File: config.mk
export PLATFORM = sky130hd
export DESIGN_NAME = coap_request_parser
export DESIGN_NICKNAME = d
export VERILOG_FILES = /design/src/sv/cqp_pkg.sv /design/src/sv/coap_request_parser.sv /design/src/sv/cqp_parse.sv /design/src/sv/cqp_result_fifo.sv
export SDC_FILE = /design/constraint.sdc
export NUM_CORES = 2
export LEC_CHECK = 0
export ABC_CLOCK_PERIOD_IN_PS = 38800
export BUFFER_PORTS_ARGS = -buffer_cell sky130_fd_sc_hd__buf_2
export CAP_MARGIN = 0
export CORE_MARGIN = 5
export CORE_UTILIZATION = 59
export DETAILED_ROUTE_END_ITERATION = 8
export PLACE_DENSITY_LB_ADDON = 0.2
export RECOVER_POWER = 100
export SYNTH_ARGS = -nofsm -noshare
export SYNTH_HDL_FRONTEND = slang
export SYNTH_SLANG_ARGS = --single-unit
File: constraint.sdc
create_clock -name clk -period 38.8 [get_ports clk]
set_clock_uncertainty 0.2 [all_clocks]
set_input_delay 3.88 -clock clk [delete_from_list [all_inputs] [get_ports clk]]
set_output_delay 3.88 -clock clk [all_outputs]
set_load 0.02 [all_outputs]
File: src/sv/cqp_pkg.sv
// Shared types and constants for the CoAP request parser.
// Holds parse phase codes, event and error codes, and the result item layout.
// No dependencies.
package cqp_pkg;

	// Upper bound on bytes per packet, applied on top of the length register
	localparam logic [15:0] PACKET_BYTES = 16'd1152;

	// Most result items one input byte can cause
	localparam int MAX_RESULTS = 3;

	// Result queue depth and the fill level up to which a new byte is taken
	localparam int QUEUE_DEPTH = 8;
	localparam int QUEUE_PTR_W = $clog2(QUEUE_DEPTH);
	localparam int QUEUE_CNT_W = $clog2(QUEUE_DEPTH + 1);
	localparam logic [QUEUE_CNT_W-1:0] READY_LEVEL = QUEUE_CNT_W'(QUEUE_DEPTH - 2 * MAX_RESULTS);

	// Register indexes of the configuration port
	localparam logic REG_MAX_REQUEST_CODE  = 1'b0;
	localparam logic REG_MAX_PACKET_LENGTH = 1'b1;

	// Reset values of the configuration registers
	localparam logic [7:0]  MAX_CODE_RESET = 8'd4;
	localparam logic [15:0] MAX_LEN_RESET  = 16'd1152;

	// Parse phases
	localparam logic [3:0] PH_H0       = 4'd0;
	localparam logic [3:0] PH_H1       = 4'd1;
	localparam logic [3:0] PH_H2       = 4'd2;
	localparam logic [3:0] PH_H3       = 4'd3;
	localparam logic [3:0] PH_TOKEN    = 4'd4;
	localparam logic [3:0] PH_OPT      = 4'd5;
	localparam logic [3:0] PH_DEXT1    = 4'd6;
	localparam logic [3:0] PH_DEXT2HI  = 4'd7;
	localparam logic [3:0] PH_DEXT2LO  = 4'd8;
	localparam logic [3:0] PH_LEXT1    = 4'd9;
	localparam logic [3:0] PH_LEXT2HI  = 4'd10;
	localparam logic [3:0] PH_LEXT2LO  = 4'd11;
	localparam logic [3:0] PH_VALUE    = 4'd12;
	localparam logic [3:0] PH_PAYLOAD  = 4'd13;
	localparam logic [3:0] PH_DRAIN    = 4'd14;

	// Event kinds
	localparam logic [2:0] EV_NONE        = 3'd0;
	localparam logic [2:0] EV_TOKEN_BYTE  = 3'd1;
	localparam logic [2:0] EV_HEADER_DONE = 3'd2;
	localparam logic [2:0] EV_OPTION_BYTE = 3'd3;
	localparam logic [2:0] EV_OPTION_DONE = 3'd4;
	localparam logic [2:0] EV_PAYLOAD     = 3'd5;
	localparam logic [2:0] EV_OK          = 3'd6;
	localparam logic [2:0] EV_ERROR       = 3'd7;

	// Error codes
	localparam logic [2:0] ERR_NONE      = 3'd0;
	localparam logic [2:0] ERR_VERSION   = 3'd1;
	localparam logic [2:0] ERR_NOT_REQ   = 3'd2;
	localparam logic [2:0] ERR_DELTA15   = 3'd3;
	localparam logic [2:0] ERR_LENGTH15  = 3'd4;
	localparam logic [2:0] ERR_BLOCK_LEN = 3'd5;
	localparam logic [2:0] ERR_OVERFLOW  = 3'd6;

	// Option nibble escapes and special bytes
	localparam logic [3:0]  NIB_EXT1     = 4'd13;
	localparam logic [3:0]  NIB_EXT2     = 4'd14;
	localparam logic [3:0]  NIB_BAD      = 4'd15;
	localparam logic [7:0]  PAYLOAD_MARK = 8'hFF;
	localparam logic [16:0] EXT1_BIAS    = 17'd13;
	localparam logic [16:0] EXT2_BIAS    = 17'd269;
	localparam logic [15:0] OPT_BLOCK1   = 16'd27;
	localparam logic [15:0] OPT_BLOCK2   = 16'd23;
	localparam logic [1:0]  COAP_VERSION = 2'd1;

	// One result item
	typedef struct packed {
		logic        last;
		logic [2:0]  event_kind;
		logic [2:0]  error_code;
		logic [3:0]  token_length;
		logic [15:0] msg_ident;
		logic [7:0]  message_code;
		logic [1:0]  message_type;
		logic [23:0] option_value;
		logic [16:0] option_length;
		logic [15:0] option_number;
		logic [7:0]  data_byte;
	} cqp_item_t;

	// Result items of one input byte, bound for the queue
	typedef struct packed {
		logic [1:0]                  count;
		cqp_item_t [MAX_RESULTS-1:0] item;
	} cqp_push_t;

	// Configuration register values
	typedef struct packed {
		logic [7:0]  max_request_code;
		logic [15:0] max_packet_length;
	} cqp_cfg_t;

endpackage

File: src/sv/coap_request_parser.sv
// Path: an accepted byte enters the input register, then is decoded into the result
// queue, whose head drives the output. Throughput: one byte per cycle while bytes give
// at most one result each and the output is ready; a byte giving two or three results
// holds the output for as many transfers, buffered by an 8-entry queue.
// Reset (arst_n low): parser at packet start, queue empty, max code 4, max len 1152.
module coap_request_parser (
	input  logic          clk,
	input  logic          arst_n,
	// configuration write port
	input  logic          cfg_we,
	input  logic          cfg_index,
	input  logic [15:0]   cfg_data,
	// input stream
	input  logic          s_axis_tvalid,
	output logic          s_axis_tready,
	input  logic [7:0]    s_axis_tdata,  // [7:0] byte_in
	input  logic          s_axis_tlast,
	// result stream
	output logic          m_axis_tvalid,
	input  logic          m_axis_tready,
	// [7:0] data_byte, [23:8] option_number, [40:24] option_length,
	// [64:41] option_value, [66:65] message_type, [74:67] message_code,
	// [90:75] msg_ident, [94:91] token_length, [97:95] error_code, [103:98] zero
	output logic [103:0]  m_axis_tdata,
	output logic [2:0]    m_axis_tuser,  // [2:0] event_kind
	output logic          m_axis_tlast
);

	cqp_pkg::cqp_cfg_t   cfg_q;
	logic                valid_s1;
	logic [7:0]          byte_s1;
	logic                eop_s1;
	cqp_pkg::cqp_push_t  push;
	cqp_pkg::cqp_item_t  head;
	logic [cqp_pkg::QUEUE_CNT_W-1:0] level;

	// Configuration registers
	always_ff @(posedge clk or negedge arst_n) begin
		if (!arst_n) begin
			cfg_q.max_request_code  <= cqp_pkg::MAX_CODE_RESET;
			cfg_q.max_packet_length <= cqp_pkg::MAX_LEN_RESET;
		end else if (cfg_we) begin
			unique case (cfg_index)
				cqp_pkg::REG_MAX_REQUEST_CODE:  cfg_q.max_request_code  <= cfg_data[7:0];
				cqp_pkg::REG_MAX_PACKET_LENGTH: cfg_q.max_packet_length <= cfg_data;
				default: ;
			endcase
		end
	end

	// Accept a byte while the queue has room for this and the in-flight byte
	assign s_axis_tready = (level <= cqp_pkg::READY_LEVEL);

	// Input register
	always_ff @(posedge clk or negedge arst_n) begin
		if (!arst_n) begin
			valid_s1 <= 1'b0;
		end else begin
			valid_s1 <= s_axis_tvalid && s_axis_tready;
		end
	end

	always_ff @(posedge clk) begin
		if (s_axis_tvalid && s_axis_tready) begin
			byte_s1 <= s_axis_tdata;
			eop_s1  <= s_axis_tlast;
		end
	end

	cqp_parse u_parse (
		.clk      (clk),
		.arst_n   (arst_n),
		.cfg      (cfg_q),
		.in_valid (valid_s1),
		.in_byte  (byte_s1),
		.in_eop   (eop_s1),
		.push     (push)
	);

	cqp_result_fifo u_fifo (
		.clk       (clk),
		.arst_n    (arst_n),
		.push      (push),
		.out_valid (m_axis_tvalid),
		.out_ready (m_axis_tready),
		.out_item  (head),
		.count     (level)
	);

	// Pack the head item onto the result stream
	assign m_axis_tdata = {6'd0, head.error_code, head.token_length, head.msg_ident,
		head.message_code, head.message_type, head.option_value, head.option_length,
		head.option_number, head.data_byte};
	assign m_axis_tuser = head.event_kind;
	assign m_axis_tlast = head.last;

endmodule

File: src/sv/cqp_parse.sv
// Parse state and per-byte decode for the CoAP request parser.
// Takes one registered byte per cycle and produces up to three result items.
// Depends on cqp_pkg.
module cqp_parse (
	input  logic               clk,
	input  logic               arst_n,
	input  cqp_pkg::cqp_cfg_t  cfg,
	input  logic               in_valid,
	input  logic [7:0]         in_byte,
	input  logic               in_eop,
	output cqp_pkg::cqp_push_t push
);

	logic [3:0]  phase_q, phase_n;
	logic [15:0] byte_count_q, byte_count_n;
	logic [31:0] hdr_q, hdr_n;
	logic [3:0]  token_left_q, token_left_n;
	logic [15:0] opt_acc_q, opt_acc_n;
	logic [16:0] delta_q, delta_n;
	logic [16:0] length_q, length_n;
	logic [16:0] value_left_q, value_left_n;
	logic [23:0] int_acc_q, int_acc_n;
	logic [2:0]  err_q, err_n;

	logic [15:0] limit;
	logic [16:0] next_count;
	logic        after_delta;
	logic        finish_hdr;
	logic [17:0] num_sum;
	logic [15:0] num_sat;
	logic [1:0]  n_emit;
	cqp_pkg::cqp_item_t [cqp_pkg::MAX_RESULTS-1:0] items;

	// Build an item without header fields
	function automatic cqp_pkg::cqp_item_t mk_item(input logic [2:0] kind,
			input logic [7:0] data, input logic [15:0] num, input logic [16:0] len,
			input logic [23:0] val, input logic [2:0] err);
		cqp_pkg::cqp_item_t it;
		it = '0;
		it.event_kind    = kind;
		it.data_byte     = data;
		it.option_number = num;
		it.option_length = len;
		it.option_value  = val;
		it.error_code    = err;
		return it;
	endfunction

	assign limit = (cfg.max_packet_length > cqp_pkg::PACKET_BYTES) ?
		cqp_pkg::PACKET_BYTES : cfg.max_packet_length;

	// Decode one byte
	always_comb begin
		phase_n      = phase_q;
		byte_count_n = byte_count_q;
		hdr_n        = hdr_q;
		token_left_n = token_left_q;
		opt_acc_n    = opt_acc_q;
		delta_n      = delta_q;
		length_n     = length_q;
		value_left_n = value_left_q;
		int_acc_n    = int_acc_q;
		err_n        = err_q;
		next_count   = {1'b0, byte_count_q} + 17'd1;
		after_delta  = 1'b0;
		finish_hdr   = 1'b0;
		num_sum      = '0;
		num_sat      = '0;
		n_emit       = '0;
		items        = '0;

		if (in_valid && phase_q != cqp_pkg::PH_DRAIN) begin
			byte_count_n = next_count[16] ? 16'hFFFF : next_count[15:0];
			if (next_count > {1'b0, limit}) begin
				if (err_n == cqp_pkg::ERR_NONE) err_n = cqp_pkg::ERR_OVERFLOW;
				phase_n = cqp_pkg::PH_DRAIN;
			end else begin
				unique case (phase_q)
					cqp_pkg::PH_H0: begin
						hdr_n[31:24] = in_byte;
						phase_n = cqp_pkg::PH_H1;
					end
					cqp_pkg::PH_H1: begin
						hdr_n[23:16] = in_byte;
						phase_n = cqp_pkg::PH_H2;
					end
					cqp_pkg::PH_H2: begin
						hdr_n[15:8] = in_byte;
						phase_n = cqp_pkg::PH_H3;
					end
					cqp_pkg::PH_H3: begin
						hdr_n[7:0] = in_byte;
						if (hdr_n[31:30] != cqp_pkg::COAP_VERSION) begin
							err_n = cqp_pkg::ERR_VERSION;
							phase_n = cqp_pkg::PH_DRAIN;
						end else if (hdr_n[23:16] > cfg.max_request_code) begin
							err_n = cqp_pkg::ERR_NOT_REQ;
							phase_n = cqp_pkg::PH_DRAIN;
						end else begin
							items[n_emit] = mk_item(cqp_pkg::EV_HEADER_DONE, '0, '0, '0, '0,
								cqp_pkg::ERR_NONE);
							n_emit = n_emit + 2'd1;
							token_left_n = hdr_n[27:24];
							phase_n = (hdr_n[27:24] != 4'd0) ? cqp_pkg::PH_TOKEN :
								cqp_pkg::PH_OPT;
						end
					end
					cqp_pkg::PH_TOKEN: begin
						items[n_emit] = mk_item(cqp_pkg::EV_TOKEN_BYTE, in_byte, '0, '0, '0,
							cqp_pkg::ERR_NONE);
						n_emit = n_emit + 2'd1;
						token_left_n = token_left_q - 4'd1;
						if (token_left_n == 4'd0) phase_n = cqp_pkg::PH_OPT;
					end
					cqp_pkg::PH_OPT: begin
						if (in_byte == cqp_pkg::PAYLOAD_MARK) begin
							phase_n = cqp_pkg::PH_PAYLOAD;
						end else if (in_byte[7:4] == cqp_pkg::NIB_BAD) begin
							err_n = cqp_pkg::ERR_DELTA15;
							phase_n = cqp_pkg::PH_DRAIN;
						end else if (in_byte[3:0] == cqp_pkg::NIB_BAD) begin
							err_n = cqp_pkg::ERR_LENGTH15;
							phase_n = cqp_pkg::PH_DRAIN;
						end else begin
							delta_n  = {13'd0, in_byte[7:4]};
							length_n = {13'd0, in_byte[3:0]};
							if (in_byte[7:4] == cqp_pkg::NIB_EXT1) phase_n = cqp_pkg::PH_DEXT1;
							else if (in_byte[7:4] == cqp_pkg::NIB_EXT2)
								phase_n = cqp_pkg::PH_DEXT2HI;
							else after_delta = 1'b1;
						end
					end
					cqp_pkg::PH_DEXT1: begin
						delta_n = cqp_pkg::EXT1_BIAS + {9'd0, in_byte};
						after_delta = 1'b1;
					end
					cqp_pkg::PH_DEXT2HI: begin
						delta_n = {1'b0, in_byte, 8'd0};
						phase_n = cqp_pkg::PH_DEXT2LO;
					end
					cqp_pkg::PH_DEXT2LO: begin
						delta_n = delta_q + {9'd0, in_byte} + cqp_pkg::EXT2_BIAS;
						after_delta = 1'b1;
					end
					cqp_pkg::PH_LEXT1: begin
						length_n = cqp_pkg::EXT1_BIAS + {9'd0, in_byte};
						finish_hdr = 1'b1;
					end
					cqp_pkg::PH_LEXT2HI: begin
						length_n = {1'b0, in_byte, 8'd0};
						phase_n = cqp_pkg::PH_LEXT2LO;
					end
					cqp_pkg::PH_LEXT2LO: begin
						length_n = length_q + {9'd0, in_byte} + cqp_pkg::EXT2_BIAS;
						finish_hdr = 1'b1;
					end
					cqp_pkg::PH_VALUE: begin
						items[n_emit] = mk_item(cqp_pkg::EV_OPTION_BYTE, in_byte, opt_acc_q,
							length_q, '0, cqp_pkg::ERR_NONE);
						n_emit = n_emit + 2'd1;
						int_acc_n = {int_acc_q[15:0], in_byte};
						value_left_n = value_left_q - 17'd1;
						if (value_left_n == 17'd0) begin
							items[n_emit] = mk_item(cqp_pkg::EV_OPTION_DONE, '0, opt_acc_q,
								length_q, int_acc_n, cqp_pkg::ERR_NONE);
							n_emit = n_emit + 2'd1;
							phase_n = cqp_pkg::PH_OPT;
						end
					end
					cqp_pkg::PH_PAYLOAD: begin
						items[n_emit] = mk_item(cqp_pkg::EV_PAYLOAD, in_byte, '0, '0, '0,
							cqp_pkg::ERR_NONE);
						n_emit = n_emit + 2'd1;
					end
					default: begin
						phase_n = cqp_pkg::PH_DRAIN;
					end
				endcase

				// Length extension follows the delta, if any
				if (after_delta) begin
					if (length_n == {13'd0, cqp_pkg::NIB_EXT1}) phase_n = cqp_pkg::PH_LEXT1;
					else if (length_n == {13'd0, cqp_pkg::NIB_EXT2})
						phase_n = cqp_pkg::PH_LEXT2HI;
					else finish_hdr = 1'b1;
				end

				// Option header complete: advance the option number, check block option lengths, then emit or start the value
				if (finish_hdr) begin
					num_sum = {2'b00, opt_acc_q} + {1'b0, delta_n};
					num_sat = (num_sum > 18'h0FFFF) ? 16'hFFFF : num_sum[15:0];
					opt_acc_n = num_sat;
					if ((num_sat == cqp_pkg::OPT_BLOCK2 || num_sat == cqp_pkg::OPT_BLOCK1) &&
							(length_n < 17'd1 || length_n > 17'd3)) begin
						err_n = cqp_pkg::ERR_BLOCK_LEN;
						phase_n = cqp_pkg::PH_DRAIN;
					end else begin
						int_acc_n = '0;
						if (length_n == 17'd0) begin
							items[n_emit] = mk_item(cqp_pkg::EV_OPTION_DONE, '0, num_sat, '0,
								'0, cqp_pkg::ERR_NONE);
							n_emit = n_emit + 2'd1;
							phase_n = cqp_pkg::PH_OPT;
						end else begin
							value_left_n = length_n;
							phase_n = cqp_pkg::PH_VALUE;
						end
					end
				end
			end
		end

		// Verdict on the end-marked byte
		if (in_valid && in_eop) begin
			if (err_n == cqp_pkg::ERR_NONE && phase_n != cqp_pkg::PH_OPT &&
					phase_n != cqp_pkg::PH_PAYLOAD)
				err_n = cqp_pkg::ERR_OVERFLOW;
			items[n_emit] = mk_item((err_n != cqp_pkg::ERR_NONE) ? cqp_pkg::EV_ERROR :
				cqp_pkg::EV_OK, '0, '0, '0, '0, err_n);
			items[n_emit].last = 1'b1;
			n_emit = n_emit + 2'd1;
		end

		// Header fields ride on every item
		for (int i = 0; i < cqp_pkg::MAX_RESULTS; i++) begin
			items[i].message_type = hdr_n[29:28];
			items[i].message_code = hdr_n[23:16];
			items[i].msg_ident    = hdr_n[15:0];
			items[i].token_length = hdr_n[27:24];
		end

		// Return to reset state after the verdict
		if (in_valid && in_eop) begin
			phase_n      = cqp_pkg::PH_H0;
			byte_count_n = '0;
			hdr_n        = '0;
			token_left_n = '0;
			opt_acc_n    = '0;
			delta_n      = '0;
			length_n     = '0;
			value_left_n = '0;
			int_acc_n    = '0;
			err_n        = cqp_pkg::ERR_NONE;
		end
	end

	assign push.count = n_emit;
	assign push.item  = items;

	// Hold parse state
	always_ff @(posedge clk or negedge arst_n) begin
		if (!arst_n) begin
			phase_q      <= cqp_pkg::PH_H0;
			byte_count_q <= '0;
			hdr_q        <= '0;
			token_left_q <= '0;
			opt_acc_q    <= '0;
			delta_q      <= '0;
			length_q     <= '0;
			value_left_q <= '0;
			int_acc_q    <= '0;
			err_q        <= cqp_pkg::ERR_NONE;
		end else begin
			phase_q      <= phase_n;
			byte_count_q <= byte_count_n;
			hdr_q        <= hdr_n;
			token_left_q <= token_left_n;
			opt_acc_q    <= opt_acc_n;
			delta_q      <= delta_n;
			length_q     <= length_n;
			value_left_q <= value_left_n;
			int_acc_q    <= int_acc_n;
			err_q        <= err_n;
		end
	end

	// A latched error always parks the parser in drain
	a_err_drains: assert property (@(posedge clk) disable iff (!arst_n)
		err_q != cqp_pkg::ERR_NONE |-> phase_q == cqp_pkg::PH_DRAIN)
		else $error("error latched outside drain phase");

	// No byte, no result
	a_idle_quiet: assert property (@(posedge clk) disable iff (!arst_n)
		!in_valid |-> push.count == 2'd0)
		else $error("result produced without a byte");

	// End-marked byte yields a verdict as its last item
	a_verdict: assert property (@(posedge clk) disable iff (!arst_n)
		in_valid && in_eop |-> push.count != 2'd0 &&
		push.item[push.count - 2'd1].last)
		else $error("end of packet without verdict");

endmodule

File: src/sv/cqp_result_fifo.sv
// Result queue for the CoAP request parser.
// Takes up to three items per cycle and hands out one per transfer.
// Depends on cqp_pkg.
module cqp_result_fifo (
	input  logic                                 clk,
	input  logic                                 arst_n,
	input  cqp_pkg::cqp_push_t                   push,
	output logic                                 out_valid,
	input  logic                                 out_ready,
	output cqp_pkg::cqp_item_t                   out_item,
	output logic [cqp_pkg::QUEUE_CNT_W-1:0]      count
);

	cqp_pkg::cqp_item_t mem_q [cqp_pkg::QUEUE_DEPTH];
	logic [cqp_pkg::QUEUE_PTR_W-1:0] wr_ptr_q;
	logic [cqp_pkg::QUEUE_PTR_W-1:0] rd_ptr_q;
	logic [cqp_pkg::QUEUE_CNT_W-1:0] count_q;
	logic                            pop;

	assign out_valid = (count_q != '0);
	assign out_item  = mem_q[rd_ptr_q];
	assign pop       = out_valid && out_ready;
	assign count     = count_q;

	// Store pushed items in order
	always_ff @(posedge clk) begin
		for (int i = 0; i < cqp_pkg::MAX_RESULTS; i++) begin
			if (i < int'(push.count))
				mem_q[wr_ptr_q + cqp_pkg::QUEUE_PTR_W'(i)] <= push.item[i];
		end
	end

	// Advance pointers and fill level
	always_ff @(posedge clk or negedge arst_n) begin
		if (!arst_n) begin
			wr_ptr_q <= '0;
			rd_ptr_q <= '0;
			count_q  <= '0;
		end else begin
			wr_ptr_q <= wr_ptr_q + cqp_pkg::QUEUE_PTR_W'(push.count);
			if (pop) rd_ptr_q <= rd_ptr_q + 1'b1;
			count_q <= count_q + cqp_pkg::QUEUE_CNT_W'(push.count) -
				cqp_pkg::QUEUE_CNT_W'(pop);
		end
	end

	a_no_overflow: assert property (@(posedge clk) disable iff (!arst_n)
		int'(count_q) + int'(push.count) <= cqp_pkg::QUEUE_DEPTH)
		else $error("result queue overflow");

	a_count_bound: assert property (@(posedge clk) disable iff (!arst_n)
		int'(count_q) <= cqp_pkg::QUEUE_DEPTH)
		else $error("result queue count out of range");

	a_count_track: assert property (@(posedge clk) disable iff (!arst_n)
		push.count == 2'd0 && !pop |=> $stable(count_q))
		else $error("queue level moved without transfer");

endmodule
==> impl_metrics.json <==
{
  "status": "finished with violations",
  "violations": "capacitance limit, slew limit",
  "cts_hold_buffers": 0,
  "synth-seq-area-share_pct": 58.2,
  "ios": 141,
  "drive_gt1_share_pct": 15.0,
  "insertion_delay_ns": 0.67,
  "cpPeakStageDelay_ns": 2.66,
  "dr.pass1.iters": 6,
  "holdPathStages": 1,
  "required_ns": 38.78,
  "grt_start_max_net_pins": 79,
  "viasPerCell": 6.66,
  "layout.nets": 4150,
  "synth_compound_area_share_pct": 10.7,
  "synth.top_cell.area_share_pct": 49.4,
  "drt-total-wl_um": 144000,
  "die_h_um": 302,
  "min_path_type": "reg -> reg",
  "p_sw_share_pct": 38.6,
  "avgSynthCellArea_um2": 12.7,
  "synth_area_leaders": "edfxtp_1, mux4_2, dfrtp_1",
  "relSlewSlack_pct": -218,
  "cts_buffers": 103,
  "cp_max_fo": 48,
  "rows": 107,
  "htree_num_levels": 3,
  "yosys_warnings": 0,
  "synth_edf_count": 825,
  "stdcell_count": 5252,
  "cp.arrival_ns": 18.67,
  "post-synth-top-count-cell": "edfxtp_1",
  "yosys.area_share.simple_pct": 12.3,
  "clk_pin_slew_worst_paths_ns": 0.06,
  "netlist_instances": 3940,
  "rsz0062_at_grt": "false",
  "core-area_mm2": 0.0847,
  "crit_cells": 35,
  "dr_total_vias": 35000,
  "syn_to_final_growth_pct": 10.3,
  "final.min_clock_period_ns": 18.70,
  "grt_overflow": 0,
  "place_congestion": 0.971,
  "synth-adder-area-share_pct": 2.59,
  "multi_input_area_mm2": 0.0195,
  "hpwl_um": 89700,
  "ys_seq_elements": 1002,
  "setup-violations-final": 0,
  "wire_per_inst_um": 27.4,
  "cts-root-buf": "clkbuf_16",
  "dp_cells": 5057,
  "synth_ff_type": "edfxtp_1",
  "cts_setup_buffers": 0,
  "antenna_found_initial": 3,
  "antenna_left": 0,
  "tightest_slew_ns": 4.76,
  "synth_top_family_by_area": "multiplexers",
  "critical-path-top-delay-family": "compound AO/OA/AOI/OAI gates",
  "crit_top_cell": "o21ai_0",
  "final_cell_area_mm2": 0.0553,
  "switchingPower_mw": 1.64,
  "crit_buf_inv": 7,
  "yosys.area_share.xor_xnor_pct": 0.830,
  "cpMaxStageDelayCell": "clkbuf_1",
  "dieArea_mm2": 0.0910,
  "grt_pass1_vias": 34600,
  "cts_resized": 0,
  "fmax_ghz": 0.0535,
  "combPwrFrac_pct": 40.3,
  "fp.dieW_um": 302,
  "path_class": "reg -> reg",
  "clkPwrFrac_pct": 25.6,
  "intPower_mw": 2.61,
  "drc_errors": 0,
  "cts_tree": "done",
  "r2r_cells": 35,
  "final_max_slew_viol_count": 1829,
  "drv_cap": 47,
  "regArea_mm2": 0.0292,
  "start_kind": "register",
  "power.density_mw_per_mm2": 76.9,
  "grt_pass1_wl_um": 217000,
  "async_flop_share_pct": 17.7,
  "ir_worst_vdd_mv": 0.0582,
  "endpoint_kind": "register",
  "place_area_mm2": 0.0520,
  "syn_area_mm2": 0.0502,
  "fin_crit_sh_pct": 48.2,
  "fillers": 6176,
  "seq_power_share_pct": 34.1,
  "yosys-mux-area-fraction_pct": 12.5,
  "cts_buffer_depth": 3,
  "hold_viol": 0,
  "clock_sinks": 1002,
  "synth_top_cell_by_area": "edfxtp_1",
  "p_leak_nw": 19.4,
  "ys_types": 105,
  "grtUsageTotal_pct": 31.5,
  "finalSetupTns_ns": 0,
  "synthTopCellsByCount": "edfxtp_1, nor2_1, nand2_1",
  "initial_core_util_pct": 59.2,
  "drt-initial-drc-count": 4463,
  "portBuffers": 134
}
[sequential cells by signal (all words and copies together), names as in the netlist]
name,flops
u_parse.token_left_q,4
u_parse.phase_q,4
u_parse.err_q,3
u_parse.value_left_q,17
u_fifo.rd_ptr_q,3
u_parse.length_q,17
cfg_q,24
u_parse.int_acc_q,16
u_parse.hdr_q,32
u_parse.delta_q,17
valid_s1,1
eop_s1,1
byte_s1,8
u_parse.opt_acc_q,16
u_fifo.wr_ptr_q,3
u_fifo.count,4
u_fifo.mem_q,816
u_parse.byte_count_q,16
[metrics by stage]
| step | util [%] | total power, mW | worst slack, ns | hold slack (ns) |
|---|---|---|---|---|
| 2_1_floorplan | - | 2.65 | 24.01 | 0.257 |
| 3_3_place_gp | 61.4 | 3.15 | 27.41 | 0.273 |
| 3_5_place_dp | 61.4 | 3.17 | 27.18 | 0.281 |
| 4_1_cts | 65.8 | 4.26 | 27.14 | 0.304 |
| 5_1_grt | 65.3 | 4.45 | 18.82 | 0.322 |
| 6_report | 65.3 | 4.25 | 20.10 | 0.307 |
[layer usage]
layer | vias up | wire length (µm) | track usage [%] | share of wire [%]
met3 | 383 | 15300 | 6.63 | 11
met4 | 0 | 5430 | 10.9 | 3.8
met2 | 2097 | 68600 | 50.8 | 48
met1 | 17400 | 54500 | 43.4 | 38
li1 | 15100 | - | - | -
met5 | - | 0 | 0 | 0
[logic make-up after synthesis]
| group | Yosys count |
|---|---|
| other | 2 |
| adder cells (fa/ha/maj) | 101 |
| AO/OA/AOI/OAI | 737 |
| multiplexers | 353 |
| XOR/XNOR | 46 |
| buffers and inverters | 344 |
| flip-flops | 1002 |
| AND/OR/NAND/NOR | 1355 |
[final cells by class]
type / count / area share [%]
Inverter: 94 / 0.638
Clock inverter: 77 / 1.98
Tap cell: 1144 / 2.59
Timing Repair Buffer: 214 / 1.87
Sequential cell: 1002 / 52.8
Multi-Input combinational cell: 2603 / 35.3
Antenna cell: 1 / 0.00452
Clock buffer: 117 / 4.83
[power groups by stage]
stage	logic, mW	registers [mW]	clock network (mW)
floorplan	1.25	1.40	0
global placement	1.70	1.45	0
detailed placement	1.71	1.46	0
CTS	1.72	1.44	1.10
global route	1.84	1.46	1.15
finish	1.71	1.45	1.09
[placed cells by master, fill, tap and decap left out, drive strengths merged, types with 21 or more instances in the layout]
master,synthesis,routed
o21ai,153,153
clkinv,3,43
clkbuf,134,215
nand4,22,22
edfxtp,825,825
a22o,28,28
o22ai,24,24
nor4,21,21
inv,91,98
and2,113,113
a21o,30,30
a21oi,120,120
nor2b,53,53
xnor2,27,27
buf,116,116
a22oi,82,82
nor3,60,60
nand3,42,42
a221o,46,46
mux4,204,204
a211oi,46,46
dfrtp,174,174
bufinv,0,22
nand2,366,366
ha,96,96
nor2,574,574
mux2,141,141
o221ai,55,55
[path summary, 6_finish.rpt]
| kind | start | end | slack, ns |
|---|---|---|---|
| max in group asynchronous | arst_n | u_fifo.rd_ptr_q[1] | 29.00 |
| min in group asynchronous | arst_n | u_parse.value_left_q[11] | 4.30 |
| hold reg to reg | cfg_q[14] | cfg_q[14] | 0.31 |
| hold / removal | cfg_q[14] | cfg_q[14] | 0.31 |
| setup reg to reg | byte_s1[0] | u_fifo.mem_q[1][32] | 20.10 |
| setup / recovery | byte_s1[0] | u_fifo.mem_q[1][32] | 20.10 |
(Power assumes the default switching activity.)
